## config.mk

```make
export PLATFORM = sky130hd
export DESIGN_NAME = rsdz_div_cell
export DESIGN_NICKNAME = d
export VERILOG_FILES = /design/src/sv/rsdz_pkg.sv /design/src/sv/rsdz_div_cell.sv
export SDC_FILE = /design/constraint.sdc
export NUM_CORES = 1
export LEC_CHECK = 0
export ABC_CLOCK_PERIOD_IN_PS = 800
export BUFFER_PORTS_ARGS = -buffer_cell sky130_fd_sc_hd__clkbuf_2
export CORE_UTILIZATION = 31
export DETAILED_ROUTE_END_ITERATION = 12
export SYNTH_ARGS = -nofsm -noshare
export SYNTH_HDL_FRONTEND = slang
export SYNTH_SLANG_ARGS = --single-unit
```

## constraint.sdc

```tcl
create_clock -name clk -period 0.8 [get_ports clk]
set_clock_uncertainty 0.15 [all_clocks]
set_input_delay 0.08 -clock clk [delete_from_list [all_inputs] [get_ports clk]]
set_output_delay 0.08 -clock clk [all_outputs]
set_load 0.02 [all_outputs]
```

## src/sv/rsdz_pkg.sv

```systemverilog
`default_nettype none
package rsdz_pkg;

	// Field widths
	localparam int AXIS_W = 16;
	localparam int CFG_W = 16;
	localparam int OUT_W = 17;

	// Derived widths
	localparam int MAG_W = AXIS_W;
	localparam int SUM_W = 2 * AXIS_W;
	localparam int ROOT_W = AXIS_W;
	localparam int SQ_STEPS = ROOT_W;
	localparam int UNITY_SH = 15;
	localparam int NUM_W = CFG_W + UNITY_SH;
	localparam int DEN_W = CFG_W + ROOT_W;
	localparam int DVD_W = MAG_W + NUM_W;
	localparam int Q_W = OUT_W;
	localparam int DSH_W = DEN_W + Q_W - 1;
	localparam int REM_W = (DVD_W > DSH_W) ? DVD_W : DSH_W;
	localparam int CMP_W = (ROOT_W > CFG_W) ? ROOT_W : CFG_W;

	// Configuration register map
	localparam int CFG_IDX_W = 2;
	localparam logic [CFG_IDX_W-1:0] REG_DEAD_ZONE = 2'd0;
	localparam logic [CFG_IDX_W-1:0] REG_FULL_SCALE = 2'd1;
	localparam logic [CFG_W-1:0] DEAD_ZONE_RST = 16'd8000;
	localparam logic [CFG_W-1:0] FULL_SCALE_RST = 16'd30000;

	// Square root cell payload
	typedef struct packed {
		logic [SUM_W-1:0] rem;
		logic [SUM_W-1:0] root;
		logic [SUM_W-1:0] bitv;
		logic [MAG_W-1:0] mag_x;
		logic [MAG_W-1:0] mag_y;
		logic             sx;
		logic             sy;
	} sq_t;

	// Divider cell payload
	typedef struct packed {
		logic [REM_W-1:0] rem_x;
		logic [REM_W-1:0] rem_y;
		logic [REM_W-1:0] dsh;
		logic [Q_W-1:0]   qx;
		logic [Q_W-1:0]   qy;
		logic             sx;
		logic             sy;
		logic             centred;
		logic             zero;
	} div_t;

endpackage
`default_nettype wire

```

## src/sv/rsdz_div_cell.sv

```systemverilog
`default_nettype none
module rsdz_div_cell
	import rsdz_pkg::*;
(
	input  wire  clk,
	input  wire  arst_n,
	input  wire  in_valid,
	input  div_t in_data,
	output logic out_valid,
	output div_t out_data
);

	logic ge_x;
	logic ge_y;
	div_t nxt;

	// One quotient bit per axis against the shared shifted divisor
	always_comb begin
		ge_x = in_data.rem_x >= in_data.dsh;
		ge_y = in_data.rem_y >= in_data.dsh;
		nxt = in_data;
		nxt.rem_x = ge_x ? in_data.rem_x - in_data.dsh : in_data.rem_x;
		nxt.rem_y = ge_y ? in_data.rem_y - in_data.dsh : in_data.rem_y;
		nxt.qx = {in_data.qx[Q_W-2:0], ge_x};
		nxt.qy = {in_data.qy[Q_W-2:0], ge_y};
		nxt.dsh = in_data.dsh >> 1;
	end

	always_ff @(posedge clk or negedge arst_n) begin
		if (!arst_n) begin
			out_valid <= 1'b0;
		end else begin
			out_valid <= in_valid;
		end
	end

	always_ff @(posedge clk) begin
		out_data <= nxt;
	end

endmodule
`default_nettype wire

```

==> results.toml <==
[final_layout]
stdcell_count = 2569
ff_latch_area_um2 = 3870
final_nets = 2385
multiInputGateArea_um2 = 7700
fin_area_um2 = 22100
syn2layout_area_growth_pct = 109
n_fill_cell = 2488
drive_gt1_share_pct = 60.9

[drt]
wl_mm = 48.2
vias_per_cell = 4.90
route.detailed.drc = 0
drt_pass1_iterations = 5
drt-initial-drc-count = 803
vias = 12600
wl_per_cell_um = 18.8
drtAntennaViolNets = 0

[setup_path]
path_max_fanout = 5
cp-start-kind = "input pin"
critPathKind = "in2reg"
arrival_ns = 2.77
required_ns = 0.99
endpoint_kind = "register"

[sta]
rsz0062_at_grt = "true"
max_freq_mhz = 388
hold_violations = 33
fin_crit_sh_pct = 322
drv_slew = 0
hold_ws_ns = -0.320
timing.final.ws_setup_ns = -1.78
period_needed_ns = 2.58
setup_viol = 280

[pwr]
power_frac_seq_pct = 29.8
power.internal_mw = 24.9
p_leak_nw = 10.4
power_switching_mw = 13.0
pwr-share-clk_pct = 23.5
p_per_area_nw_per_um2 = 1720
comb_power_share_pct = 46.7
swShare_pct = 34.3
peakVddDrop_mv = 1.64

[logic_synthesis]
yosysWarnings = 0
synth.distinct_cells = 71
synth.avg_cell_area_um2 = 9.08
syn_nets = 1446
synth_edf_count = 0
ys.flop_type = "dfxtp_1"
synth-seq-cells = 182
async_flop_share_pct = 0.549
syn_inst = 1163
synth_area_um2 = 10600
ys_seq_area_share_pct = 34.6

[cts]
clockBufferDepth = 2
cts_buffers = 17
cts_tree = "built"
clock_sinks = 182
clockRootBuffer = "clkbuf_16"
clk_pin_slew_ns = 0.07
h-tree-depth = 4

[place]
placed_cells = 2310
dp_hpwl_mm = 31.8
dpl-instance-area_um2 = 16100
io_buffers = 364
gp_congestion = 0.913

[status]
outcome = "finished with violations"
violations = "negative hold slack, negative setup slack"

[floorplan]
die_y_um = 187
num_rows = 67
chipWidth_um = 187
ios = 368
die_area_um2 = 34800
core_um2 = 33500
initial_core_util_pct = 31.5

[global_route]
grt.overflow.total = 0
grt_pass1_wl_mm = 70.1
grt_max_degree = 29
grtUsageMet2_pct = 45.7
met1_usage_pct = 30.2
gr-usage-all-layers_pct = 26.0
grt_antenna_before_repair = 7
use_met3_pct = 4.98
grt-busiest-layer = "met2"
first_global_vias = 13100

[min_path]
worstHoldPathType = "in2reg"

[run]
maxCapViolations = 0
path summary, 6_finish.rpt:
| kind | start | to | slack, ns | depth (start not counted) |
|---|---|---|---|---|
| max in group asynchronous | arst_n | out_valid | 0.08 | 3 |
| min | in_data[39] | out_data[38] | -0.32 | 2 |
| min in group asynchronous | arst_n | out_valid | 0.30 | 3 |
| max | in_data[86] | out_data[122] | -1.78 | 16 |
power by group through the flow:
stage / sequential (mW) / combinational [mW] / clock [mW]
2_1_floorplan: 12.1 / 5.91 / 0
3_3_place_gp: 10.8 / 12.4 / 0
3_5_place_dp: 10.8 / 12.5 / 0
4_1_cts: 10.9 / 16.1 / 9.10
5_1_grt: 11.4 / 18.7 / 9.50
6_report: 11.3 / 17.7 / 8.92
metrics by stage:
step                setup slack, ns  power, mW  util [%]  TNS (ns)
floorplan                     -1.87       18.0         -   -175.79
global placement              -2.28       23.2      47.9   -210.24
detailed placement            -2.35       23.3      47.9   -213.81
finish                        -1.78       37.9      65.8   -224.87
CTS                           -1.74       36.2      62.8   -230.12
global route                  -1.82       39.5      65.8   -238.73
cells in the final DEF (no fill, tap or decap), types with 9 or more instances in the layout:
master and instances:
nand2_1 72, buf_4 408, mux2_4 71, nor2_2 11
nand4_1 25, dfxtp_2 181, buf_6 27, o21a_1 13
xnor2_1 50, ha_1 65, clkbuf_2 169, clkbuf_16 20
nand2b_1 9, nor2_1 47, o21ai_1 18, a21o_1 57
buf_8 194, a21oi_2 37, inv_2 13, nand3_1 27
ha_4 27, o21bai_1 10, inv_1 57, xor2_1 32
a21oi_1 69, nor3_1 12, a31oi_1 9, o21ai_0 30
dlygate4sd3_1 150
area by class of cell:
| class | count | area share [%] |
|---|---|---|
| timing repair buffer | 965 | 40.8 |
| multi-input combinational | 858 | 34.9 |
| sequential | 182 | 17.6 |
| tap | 448 | 2.54 |
| clock buffer | 18 | 1.99 |
| inverter | 78 | 1.48 |
| clock inverter | 14 | 0.708 |
| antenna | 6 | 0.0680 |
flip-flops by register name, indices dropped and copies added (netlist names):
register and flops:
out_data 181, out_valid 1
what timing repair did:
| item | in CTS | in global routing |
|---|---|---|
| cloned | 6 | 3 |
| pin swaps | 42 | 58 |
| buffers inserted | 45 | 29 |
| hold endpoints to repair | 181 | 34 |
| hold buffers | 148 | 2 |
| setup endpoints to repair | 280 | 280 |
| resized for setup | 650 | 335 |
metal layers:
metal	vias up	part of all wire [%]
met4	2	4.0
met5	-	0.035
met1	5940	40
met2	483	50
li1	6043	-
met3	115	5.3
cell families after synthesis:
family / count (synthesis) / synth area share, %
adder cells (fa/ha/maj): 98 / 11.8
XOR/XNOR: 84 / 6.97
AND/OR/NAND/NOR: 266 / 11.9
multiplexers: 75 / 9.27
AO/OA/AOI/OAI: 334 / 20.5
other: 1 / 0.0355
buffers and inverters: 123 / 4.98
flip-flops: 182 / 34.6
synth_stat cells (6+ instances only):
cell / n / share of area, %
a211oi_1: 10 / 0.71
a21o_1: 57 / 4.1
a21oi_1: 109 / 5.2
a31oi_1: 17 / 1.0
and2_1: 8 / 0.47
and3_1: 7 / 0.41
buf_2: 12 / 0.57
clkbuf_1: 25 / 0.89
dfxtp_1: 181 / 34
ha_1: 96 / 11
inv_1: 78 / 2.8
mux2_1: 27 / 2.9
mux2_2: 7 / 0.75
mux2_4: 37 / 5.3
nand2_1: 76 / 2.7
nand2b_1: 9 / 0.53
nand3_1: 29 / 1.4
nand4_1: 25 / 1.5
nor2_1: 65 / 2.3
nor2b_1: 13 / 0.77
nor3_1: 19 / 0.90
o211ai_1: 8 / 0.57
o21a_1: 13 / 0.92
o21ai_0: 43 / 2.0
o21ai_1: 14 / 0.66
o21bai_1: 11 / 0.78
o31ai_1: 6 / 0.43
or3_1: 7 / 0.41
xnor2_1: 52 / 4.3
xor2_1: 32 / 2.7
worst max-delay path: stages:
cell	delay [ns]
buf_8	0.10
inv_4	0.05
ha_4	0.13
fa_2	0.24
nor2b_4	0.06
o31ai_4	0.26
a211oi_4	0.15
o21ai_4	0.20
a31oi_4	0.11
a211o_1	0.31
o31ai_4	0.27
a21oi_4	0.09
buf_4	0.14
buf_6	0.12
buf_8	0.14
mux2_4	0.30
No activity file was read; power rests on OpenSTA's default activity.
