`src/sv/rsdz_pkg.sv`:
```
`default_nettype none
package rsdz_pkg;

	// Field widths
	localparam int AXIS_W = 16;
	localparam int CFG_W = 16;
	localparam int OUT_W = 17;

	// Derived widths
	localparam int MAG_W = AXIS_W;
	localparam int SUM_W = 2 * AXIS_W;
	localparam int ROOT_W = AXIS_W;
	localparam int SQ_STEPS = ROOT_W;
	localparam int UNITY_SH = 15;
	localparam int NUM_W = CFG_W + UNITY_SH;
	localparam int DEN_W = CFG_W + ROOT_W;
	localparam int DVD_W = MAG_W + NUM_W;
	localparam int Q_W = OUT_W;
	localparam int DSH_W = DEN_W + Q_W - 1;
	localparam int REM_W = (DVD_W > DSH_W) ? DVD_W : DSH_W;
	localparam int CMP_W = (ROOT_W > CFG_W) ? ROOT_W : CFG_W;

	// Configuration register map
	localparam int CFG_IDX_W = 2;
	localparam logic [CFG_IDX_W-1:0] REG_DEAD_ZONE = 2'd0;
	localparam logic [CFG_IDX_W-1:0] REG_FULL_SCALE = 2'd1;
	localparam logic [CFG_W-1:0] DEAD_ZONE_RST = 16'd8000;
	localparam logic [CFG_W-1:0] FULL_SCALE_RST = 16'd30000;

	// Square root cell payload
	typedef struct packed {
		logic [SUM_W-1:0] rem;
		logic [SUM_W-1:0] root;
		logic [SUM_W-1:0] bitv;
		logic [MAG_W-1:0] mag_x;
		logic [MAG_W-1:0] mag_y;
		logic             sx;
		logic             sy;
	} sq_t;

	// Divider cell payload
	typedef struct packed {
		logic [REM_W-1:0] rem_x;
		logic [REM_W-1:0] rem_y;
		logic [REM_W-1:0] dsh;
		logic [Q_W-1:0]   qx;
		logic [Q_W-1:0]   qy;
		logic             sx;
		logic             sy;
		logic             centred;
		logic             zero;
	} div_t;

endpackage
`default_nettype wire

```
`src/sv/rsdz_sqrt_cell.sv`:
```
`default_nettype none
module rsdz_sqrt_cell
	import rsdz_pkg::*;
(
	input  wire  clk,
	input  wire  arst_n,
	input  wire  in_valid,
	input  sq_t  in_data,
	output logic out_valid,
	output sq_t  out_data
);

	logic [SUM_W:0] trial;
	logic           ge;
	sq_t            nxt;

	// One digit of the square root: try root + bit against the remainder
	always_comb begin
		trial = {1'b0, in_data.root} + {1'b0, in_data.bitv};
		ge = {1'b0, in_data.rem} >= trial;
		nxt = in_data;
		nxt.bitv = in_data.bitv >> 2;
		if (ge) begin
			nxt.rem = in_data.rem - trial[SUM_W-1:0];
			nxt.root = (in_data.root >> 1) + in_data.bitv;
		end else begin
			nxt.root = in_data.root >> 1;
		end
	end

	always_ff @(posedge clk or negedge arst_n) begin
		if (!arst_n) begin
			out_valid <= 1'b0;
		end else begin
			out_valid <= in_valid;
		end
	end

	always_ff @(posedge clk) begin
		out_data <= nxt;
	end

endmodule
`default_nettype wire

```
`config.mk`:
```
export PLATFORM = sky130hd
export DESIGN_NAME = rsdz_sqrt_cell
export DESIGN_NICKNAME = d
export VERILOG_FILES = /design/src/sv/rsdz_pkg.sv /design/src/sv/rsdz_sqrt_cell.sv
export SDC_FILE = /design/constraint.sdc
export NUM_CORES = 1
export LEC_CHECK = 0
export ABC_AREA = 1
export BUFFER_PORTS_ARGS = -buffer_cell sky130_fd_sc_hd__buf_2
export CAP_MARGIN = 30
export CORE_UTILIZATION = 30
export DETAILED_ROUTE_END_ITERATION = 12
export GPL_ROUTABILITY_DRIVEN = 1
export PLACE_DENSITY = 0.52
export SLEW_MARGIN = 5
export SYNTH_ARGS = -nofsm -noshare
export SYNTH_HDL_FRONTEND = slang
export SYNTH_SLANG_ARGS = --single-unit
```
`constraint.sdc`:
```
create_clock -name clk -period 0.8 [get_ports clk]
set_input_delay 0.08 -clock clk [delete_from_list [all_inputs] [get_ports clk]]
set_output_delay 0.08 -clock clk [all_outputs]
set_load 0.01 [all_outputs]
```
==> results of run 1 <==
-- power breakdown --
group | switching (W) | leakage, nW | internal [W] | total (W)
logic | 0.00926 | 8.18 | 0.00930 | 0.0186
clock network | 0.00322 | 0.293 | 0.00519 | 0.00842
registers | 0.000364 | 1.09 | 0.00747 | 0.00783
-- through the flow --
| stage | hold slack [ps] | TNS (ps) | instance area (um2) | cells | power [W] |
|---|---|---|---|---|---|
| finish | 16.0 | -149960 | 18300 | 2739 | 0.0348 |
| global route | 19.6 | -166960 | 18300 | 2739 | 0.0370 |
| CTS | 0.613 | -150830 | 17400 | 2730 | 0.0335 |
| detailed placement | -145 | -170040 | 14500 | 2570 | 0.0227 |
| global placement | -146 | -168990 | 14500 | 2570 | 0.0227 |
| floorplan | -216 | -134130 | 9900 | 1537 | 0.0153 |
-- layout by cell type (no fill, tap or decap), types with 64 or more instances in the layout --
cell type / instances
a21oi_1: 84
buf_2: 195
nand3_1: 69
inv_1: 176
dlygate4sd3_1: 106
nor2_1: 110
nand2_1: 493
buf_4: 398
dfxtp_1: 64
buf_6: 70
-- sequential cells by signal (all words and copies together) (netlist names) --
register,flops
out_valid,1
out_data,128
-- metal layers --
metal  up-vias  part of all wire, %
met5         -                    0
met4         0                  2.7
met3        67                  3.6
met2       289                   51
met1      5949                   43
li1       6524                    -
-- layout make-up --
type	instances	area, um2	area share (%)
inverters	183	687	3.76
repair buffers	790	6280	34.3
clock inverters	12	184	1.01
well taps	402	503	2.75
clock buffers	18	429	2.35
flip-flops and latches	129	2670	14.6
multi-input cells	1205	7540	41.2
-- path summary, 6_finish.rpt --
| kind | slack, ps | start | endpoint | cells past startpoint |
|---|---|---|---|---|
| worst max-delay path | -2050 | in_data[36] | out_data[76] | 26 |
| worst min-delay path | 20 | in_data[73] | out_data[72] | 4 |
| min in group asynchronous | 450 | arst_n | out_valid | 3 |
| max in group asynchronous | 250 | arst_n | out_valid | 3 |
-- cell families after synthesis --
family,count (synthesis)
adder cells (fa/ha/maj),98
XOR/XNOR,54
other,1
AND/OR/NAND/NOR,858
buffers and inverters,203
flip-flops,129
AO/OA/AOI/OAI,193
-- critical path: cells and delay by family --
family                     cells  cell delay (ps)
xor gates and xnor gates       1              140
adders and majority gates      2              540
buffers and inverters          5              810
and+or+nand+nor               16             1280
AOI/OAI and AO/OA              2              290
-- repair_timing --
item | CTS | global route
gates resized for setup | 182 | 190
endpoints found under the hold margin | 105 | 0
setup buffers | 19 | 9
pin swaps | 39 | 91
cloned | 5 | 4
setup endpoints to repair | 193 | 193
hold buffers | 106 | 0
==> run metrics, run 1 <==
outcome=finished, violations left; failing checks=negative setup slack; Setup Crit Path Kind=in2reg; Chip Height=approximately 180 um; Worst Setup Start Kind=primary input; final hold violation count=0; starting density of the core=a little under a third; worst vdd ir=1.74 mV; io pins=~260; met2 GRT Util=between 40% and 50%; initial drt markers=around 500; post-synth cell types=37; first-pass GRT wire length=approximately 66000 um; root buf cell=clkbuf_16; largest net degree at the start of global routing=33; Period Utilization, post-route=357%; crit-path max FO=8; post-route ant nets=0; commonest cells in the netlist=547 x nand2_1, 178 x inv_1, 128 x dfxtp_1, 128 x nor2_1, 121 x nand3_1; CTS sink cnt=between 100 and 150; Leak Pwr=between 9 and 10 nW; Remaining DRCs=0; width of the chip=roughly 180 um; Post-Syn Area=9710 um2; ys async rst share=less than 1%; crit path DAT=roughly 3200 ps; GRT Residual Overflow=0; top-count cell post-synth=nand2_1; Yosys reg bits=roughly 130; I/O Buffers=261; top cell type's share of synthesized area=26.4%; Post-synth EDFFs=0; Crit path largest cell delay=just under 300 ps; total of max-cap violations=0; die area=between 30000 and 40000 um2; initial antenna violation count=0; number of vias per cell=roughly 4.7; Tightest Pin Transition=between 600 and 700 ps; Post-Synth XOR/XNOR Area=a little under 5%; met1 Usage GRT=a little under a third; Pwr Density=1900 nW/um2; RSZ-0062 raised after global routing=true; Critical Path RT=around 1200 ps; cell taking the most area after synthesis=dfxtp_1; Worst slew margin=a little under three fifths; share of cells above drive strength 1=between 40% and 50%; Fill cells=between 2000 and 3000; Core ar.=between 30000 and 40000 um2; All-Layer GR Usage=roughly a quarter; sequential share of the synthesized area=26.7%; Most common cell on crit path=nand2_1; top_reg_cell synth=dfxtp_1; Compound-Gate Fraction of Synth Area=a little over a tenth; number of H-tree levels=4; fmax=roughly 350 MHz; max-slew violation count=0; Max Buffers Root-to-Sink=2; min-delay worst type=in2reg; top cells by area, synth=dfxtp_1 26%, nand2_1 21%, ha_1 12%, inv_1 6.9%, nand3_1 6.2%; Pre-Repair DR Iteration Count=6; post-route core utilization=around 58%; Core Rows=65; CTS tree=yes; multiplexer share of the synthesized area=0%; Ys Warns=0; vias in the first global route=12900; clk slew on worst S/H paths=roughly 60 ps; Final GP Congestion=between 0.9 and 1; # diodes=0; dpl hpwl=approximately 34000 um; DRT Wirelength=44100 um; Critical-path top delay cell=ha_4; post-synthesis simple-gate area fraction=36.3%; syn avg cell area=6.32 um2; Worst Slack Setup Final=-2050 ps; M3 GR Usage=between 3 and 4%; Final min period=2850 ps; nets=approximately 2600; Worst Setup End Kind=flop; area grow syn2layout=88.4%; wire per inst=16.1 um; cts bufs inserted=17; Post-Synth Adder-Cell Area=around an eighth; largest family of logic cells by synthesized area=simple AND/OR/NAND/NOR gates; DR vias=12800; Synth Instances=~1500; pre-CTS WS=-2690 ps; busiest layer in global routing=met2; Setup-failing EPs final=around 190
No activity file was read; power rests on OpenSTA's default activity.
==> run 2: changes to the inputs <==
--- a/config.mk
+++ b/config.mk
@@ -5,13 +5,13 @@
 export SDC_FILE = /design/constraint.sdc
 export NUM_CORES = 1
 export LEC_CHECK = 0
-export ABC_AREA = 1
+export ABC_AREA = 0
 export BUFFER_PORTS_ARGS = -buffer_cell sky130_fd_sc_hd__buf_2
 export CAP_MARGIN = 30
 export CORE_UTILIZATION = 30
 export DETAILED_ROUTE_END_ITERATION = 12
 export GPL_ROUTABILITY_DRIVEN = 1
-export PLACE_DENSITY = 0.52
+export PLACE_DENSITY = 0.53
 export SLEW_MARGIN = 5
 export SYNTH_ARGS = -nofsm -noshare
 export SYNTH_HDL_FRONTEND = slang
==> run 2 against run 1 <==
Net effect: the run still ends with negative setup slack left; sequential cell count stayed put; utilization shrank 1.9 points; worst setup slack worse by 1800 ps; routed wire length down 37%; synthesized cell count down 45%; hold slack worse by 11 ps; fmax decreased by 39%; critical path depth did not move; global-route usage decreased by 6.0 points; first-iteration DRC count is 36% lower; die area decreased by 18%; critical endpoint is now out_data[77]; largest cell class unchanged; largest power group unchanged; highest routed layer is now met5.
==> run metrics, run 2 <==
met3 WL=~1600 um; Worst Setup Start Kind=primary input; total of max-cap violations=0; Largest regs=out_data x128, out_valid x1; finished layout cell area=14500 um2; CTS tree=yes; io pins=roughly 260; Synth Instances=842; max-slew violation count=0; starting density of the core=between 30% and 40%; number of H-tree levels=4; Fill cells=approximately 2400; Buf+Inv Stages, Crit Path=5; Worst Slack Setup Final=-3860 ps; DR vias=approximately 8600; Pre-Repair DR Iteration Count=5; clock power share=around a quarter; wire per inst=between 10 and 15 um; post-synth cell types=68; All-Layer GR Usage=between 10% and 20%; sequential share of the synthesized area=approximately a third; DP Area=12000 um2; top cells by area, synth=dfxtp_1 32%, ha_1 15%, mux2_1 7.8%, xnor2_1 5.9%, a21o_1 4.4%; min-delay worst type=in2reg; pre-CTS WS=-4460 ps; outcome=finished, violations left; worst vdd ir=about 1.4 mV; Post-synth EDFFs=0; switching power total=0.0102 W; nets=around 1700; clk slew on worst S/H paths=70 ps; root buf cell=clkbuf_16; initial drt markers=between 300 and 400; Biggest register=out_data; top-count cell post-synth=dfxtp_1; Ys Warns=0; cts bufs inserted=17; most frequent cells in the layout=292 x buf_4, 182 x buf_2, 106 x dlygate4sd3_1; Max Buffers Root-to-Sink=2; Remaining DRCs=0; RSZ-0062 raised after global routing=true; setup_tns=-259410 ps; cell taking the most area after synthesis=dfxtp_1; CTS sink cnt=roughly 130; area grow syn2layout=82.1%; Setup-failing EPs final=around 190; top cell type's share of synthesized area=between 30% and 40%; CP delay by family, top=compound AO/OA/AOI/OAI gates; post-route core utilization=between 50% and 60%; Most common cell on crit path=buf_12; Critical Path RT=~1100 ps; GRT Residual Overflow=0; dpl hpwl=roughly 21000 um; fmax=between 200 and 250 MHz; switch share=roughly a third; Final min period=4660 ps; vias in the first global route=just under 9000; crit-path max FO=7; Yosys reg bits=between 100 and 150; number of vias per cell=between 4 and 5; critical path depth=26; Final GP Congestion=between 0.8 and 0.9; Sequential Power Share=between 20% and 30%; Crit path largest cell delay=roughly 370 ps; Core ar.=26100 um2; Setup Crit Path Kind=in2reg; most common cell after layout, fill and taps aside=buf_4; failing checks=negative setup slack; top_reg_cell synth=dfxtp_1; commonest cells in the netlist=128 x dfxtp_1, 95 x ha_1, 65 x a21oi_1; largest net degree at the start of global routing=17; Critical-path top delay cell=fa_2; Worst Setup End Kind=flop; top sig layer=met5; Chip Height=around 170 um; crit path DAT=4960 ps; Pwr Total=slightly above 0.03 W; initial antenna violation count=4; Leak Pwr=~7 nW; number of flip-flops in the largest register=128; Metal-1 WL=around 12000 um; Hold Path Depth=3; Post-Syn Area=7980 um2; syn avg cell area=9.48 um2; Comb pwr share=between 40% and 50%; I/O Buffers=between 200 and 300; ys async rst share=less than 1%; Period Utilization, post-route=582%; post-route ant nets=0; die area=around 27000 um2; share of cells above drive strength 1=between 40 and 50%; Core Rows=59; width of the chip=around 170 um; routed length on met2=around 13000 um; Pint=0.0207 W; Pwr Density=around 2100 nW/um2; DRT Wirelength=27800 um; first-pass GRT wire length=42200 um; final hold violation count=0
-- run 2: changes by cell type after synthesis, moves of 12 or more --
| cell | before | now |
|---|---|---|
| nand2_1 | 547 | 52 |
| nand3_1 | 121 | 26 |
| inv_1 | 178 | 19 |
| a21o_1 | 7 | 47 |
| a21oi_1 | 110 | 65 |
| nor2b_1 | 0 | 13 |
| nor2_1 | 128 | 51 |
| mux2_1 | 0 | 55 |
| nand2_2 | 12 | 0 |
| xnor2_1 | 19 | 54 |
-- run 2: power groups by stage --
stage | Sequential, W | Clock (W) | Combinational (W)
3_5_place_dp | 0.00789 | 0 | 0.0127
2_1_floorplan | 0.00833 | 0 | 0.00657
6_report | 0.00806 | 0.00807 | 0.0147
5_1_grt | 0.00813 | 0.00848 | 0.0161
3_3_place_gp | 0.00793 | 0 | 0.0126
4_1_cts | 0.00794 | 0.00829 | 0.0144
-- run 2: cell families after synthesis --
kind of cell,after synthesis,share of synthesized area (%)
DFF,129,32.4
AOI/OAI and AO/OA,233,19.6
adders and majority gates,98,15.6
and+or+nand+nor,195,11.8
muxes,63,8.86
other,1,0.0470
buffers and inverters,40,2.54
xor gates and xnor gates,83,9.11
-- run 2: stage by stage --
step,hold WS (ps),std cells
detailed placement,-144,1710
floorplan,-216,843
global placement,-145,1710
CTS,-15.2,1860
finish,5.50,1862
global route,6.38,1862
-- run 2: layer usage --
| metal | up-vias | GRT usage (%) |
|---|---|---|
| li1 | 4419 | - |
| met1 | 3928 | 24.0 |
| met2 | 230 | 35.3 |
| met3 | 34 | 3.52 |
| met4 | 4 | 6.80 |
| met5 | - | 0 |
-- run 2: worst paths after layout --
check                          endpoint        start
setup / recovery           out_data[77]  in_data[34]
min in group asynchronous     out_valid       arst_n
max in group asynchronous     out_valid       arst_n
hold / removal             out_data[91]  in_data[92]
-- run 2: tightest hold or removal path, cell delays in order --
cell    delay (ps)
buf_2          100
buf_4          100
mux2_4         120
-- run 2: final cells by class --
type / instances / area [um2] / share of cell area, %
Tap cell: 335 / 419 / 2.88
Sequential cell: 129 / 2690 / 18.5
Multi-Input combinational cell: 674 / 5480 / 37.7
Clock buffer: 18 / 429 / 2.95
Timing Repair Buffer: 671 / 5280 / 36.4
Inverter: 19 / 71.3 / 0.491
Antenna cell: 2 / 5.00 / 0.0344
Clock inverter: 14 / 155 / 1.07
-- run 2: repair_timing --
action,in CTS,in global routing
hold endpoints to repair,113,0
pin swaps,10,2
setup buffers,11,2
setup endpoints to repair,193,193
gates cloned,2,1
gates resized for setup,111,94
hold buffers,106,0
==> run 3: changes to the inputs <==
--- a/config.mk
+++ b/config.mk
@@ -6,12 +6,14 @@
 export NUM_CORES = 1
 export LEC_CHECK = 0
 export ABC_AREA = 0
-export BUFFER_PORTS_ARGS = -buffer_cell sky130_fd_sc_hd__buf_2
 export CAP_MARGIN = 30
 export CORE_UTILIZATION = 30
+export CTS_CLUSTER_SIZE = 8
 export DETAILED_ROUTE_END_ITERATION = 12
+export DONT_BUFFER_PORTS = 1
 export GPL_ROUTABILITY_DRIVEN = 1
-export PLACE_DENSITY = 0.53
+export PLACE_DENSITY = 0.45
+export REMOVE_ABC_BUFFERS = 1
 export SLEW_MARGIN = 5
 export SYNTH_ARGS = -nofsm -noshare
 export SYNTH_HDL_FRONTEND = slang
==> run 3 against run 2 <==
Net effect: utilization shrank 6.2 points; first-iteration DRC count is 13% lower; critical path type unchanged; the run ends with negative hold slack, negative setup slack left; worst setup slack gained 120 ps; non-clock buffer count is 277 lower; sequential share of layout area up 2.9 points.
==> run metrics, run 3 (same netlist as run 2, synthesis figures left out) <==
number of flip-flops in the largest register=128; hold_sp=in_data[34]; DRT Wirelength=~26000 um; Worst Setup Start Kind=primary input; area grow syn2layout=61.9%; total of max-cap violations=0; All-Layer GR Usage=around a fifth; most common cell after layout, fill and taps aside=buf_4; Most common cell on crit path=buf_4; Chip Height=about 170 um; largest net degree at the start of global routing=17; worst vdd ir=1.27 mV; Setup Crit Path Kind=in2reg; Remaining DRCs=0; finished layout cell area=about 13000 um2; outcome=finished, violations left; dpl hpwl=19100 um; Pwr Total=between 0.02 and 0.03 W; io pins=approximately 260; Fill cells=roughly 2500; starting density of the core=between 30% and 40%; Biggest register=out_data; share of cells above drive strength 1=about two fifths; wire per inst=~17 um; vias in the first global route=~7500; Setup-failing EPs final=a little under 200; GRT Residual Overflow=0; initial drt markers=287; Final min period=4530 ps; Buf+Inv Stages, Crit Path=5; Pre-Repair DR Iteration Count=4; Period Utilization, post-route=567%; Critical-path top delay cell=fa_2; max-slew violation count=0; DR vias=7408; CTS sink cnt=129; RSZ-0062 raised after global routing=true; Hold Path End=out_data[66]; crit path DAT=about 4900 ps; Largest regs=out_data x128, out_valid x1; Crit path largest cell delay=between 300 and 400 ps; Worst Slack Setup Final=-3730 ps; crit-path max FO=6; Max Buffers Root-to-Sink=2; initial antenna violation count=0; DP Area=between 10000 and 15000 um2; cts bufs inserted=17; setup_tns=-242250 ps; cts hold-fix bufs=130; post-route ant nets=0; root buf cell=clkbuf_16; die area=roughly 27000 um2; Hold Path Depth=2; Pwr Density=2320 nW/um2; CP delay by family, top=compound AO/OA/AOI/OAI gates; min-delay worst type=in2reg; first-pass GRT wire length=roughly 40000 um; post-route core utilization=between 40% and 50%; number of H-tree levels=4; Final GP Congestion=0.840; nets=between 1000 and 1500; I/O Buffers=0; WHS=-89.5 ps; Core Rows=~60; number of vias per cell=4.68; fmax=~220 MHz; Leak Pwr=between 5 and 6 nW; width of the chip=165 um; Critical Path RT=1110 ps; most frequent cells in the layout=249 x buf_4, 130 x dlygate4sd3_1, 121 x dfxtp_2; CTS tree=yes; clk slew on worst S/H paths=~70 ps; # diodes=0; final hold violation count=1; Core ar.=26100 um2; Worst Setup End Kind=flop; failing checks=negative hold slack, negative setup slack
run 3: metal layers:
| metal | share of wire, % | global-route usage (%) | wire (um) |
|---|---|---|---|
| met3 | 4.7 | 3.60 | 1240 |
| met2 | 47 | 31.6 | 12400 |
| met5 | 0 | 0 | 0 |
| met4 | 1.4 | 6.34 | 360 |
| met1 | 47 | 25.6 | 12500 |
run 3: how the worst max path moves through the flow:
| stage | startpoint | to | slack, ps | cells after the start |
|---|---|---|---|---|
| 6_report | in_data[34] | out_data[123] | -3730 | 26 |
| 5_1_grt | in_data[34] | out_data[123] | -3950 | 26 |
| 4_1_cts | in_data[34] | out_data[79] | -3770 | 27 |
| 3_5_place_dp | in_data[34] | out_data[70] | -4420 | 24 |
| 3_3_place_gp | in_data[34] | out_data[68] | -4340 | 23 |
| 2_1_floorplan | in_data[34] | out_data[129] | -5310 | 21 |
run 3: metrics by stage:
stage                     std cells  worst slack [ps]
after floorplan                 822             -5310
after detailed placement       1402             -4420
after global placement         1402             -4340
after CTS                      1579             -3770
after global routing           1583             -3950
final                          1583             -3730
run 3: cell type report:
cell class,count,area (um2),area share [%]
repair buffers,394,3480,26.9
clock inverters,15,219,1.70
clock buffers,17,425,3.29
flip-flops and latches,129,2770,21.4
inverters,19,71.3,0.552
multi-input cells,674,5540,42.9
well taps,335,419,3.25
run 3: repair_timing:
action | 4_1_cts | 5_1_grt
setup endpoints to repair | 193 | 193
setup buffers | 10 | 6
hold endpoints to repair | 130 | 1
pin swaps | 16 | 16
gates cloned | 5 | 2
gates resized for setup | 210 | 23
run 3: power by group:
part | internal, W | switching, W
Combinational | 0.00712 | 0.00535
Sequential | 0.00769 | 0.000988
Clock | 0.00533 | 0.00344
Total | 0.0202 | 0.00978
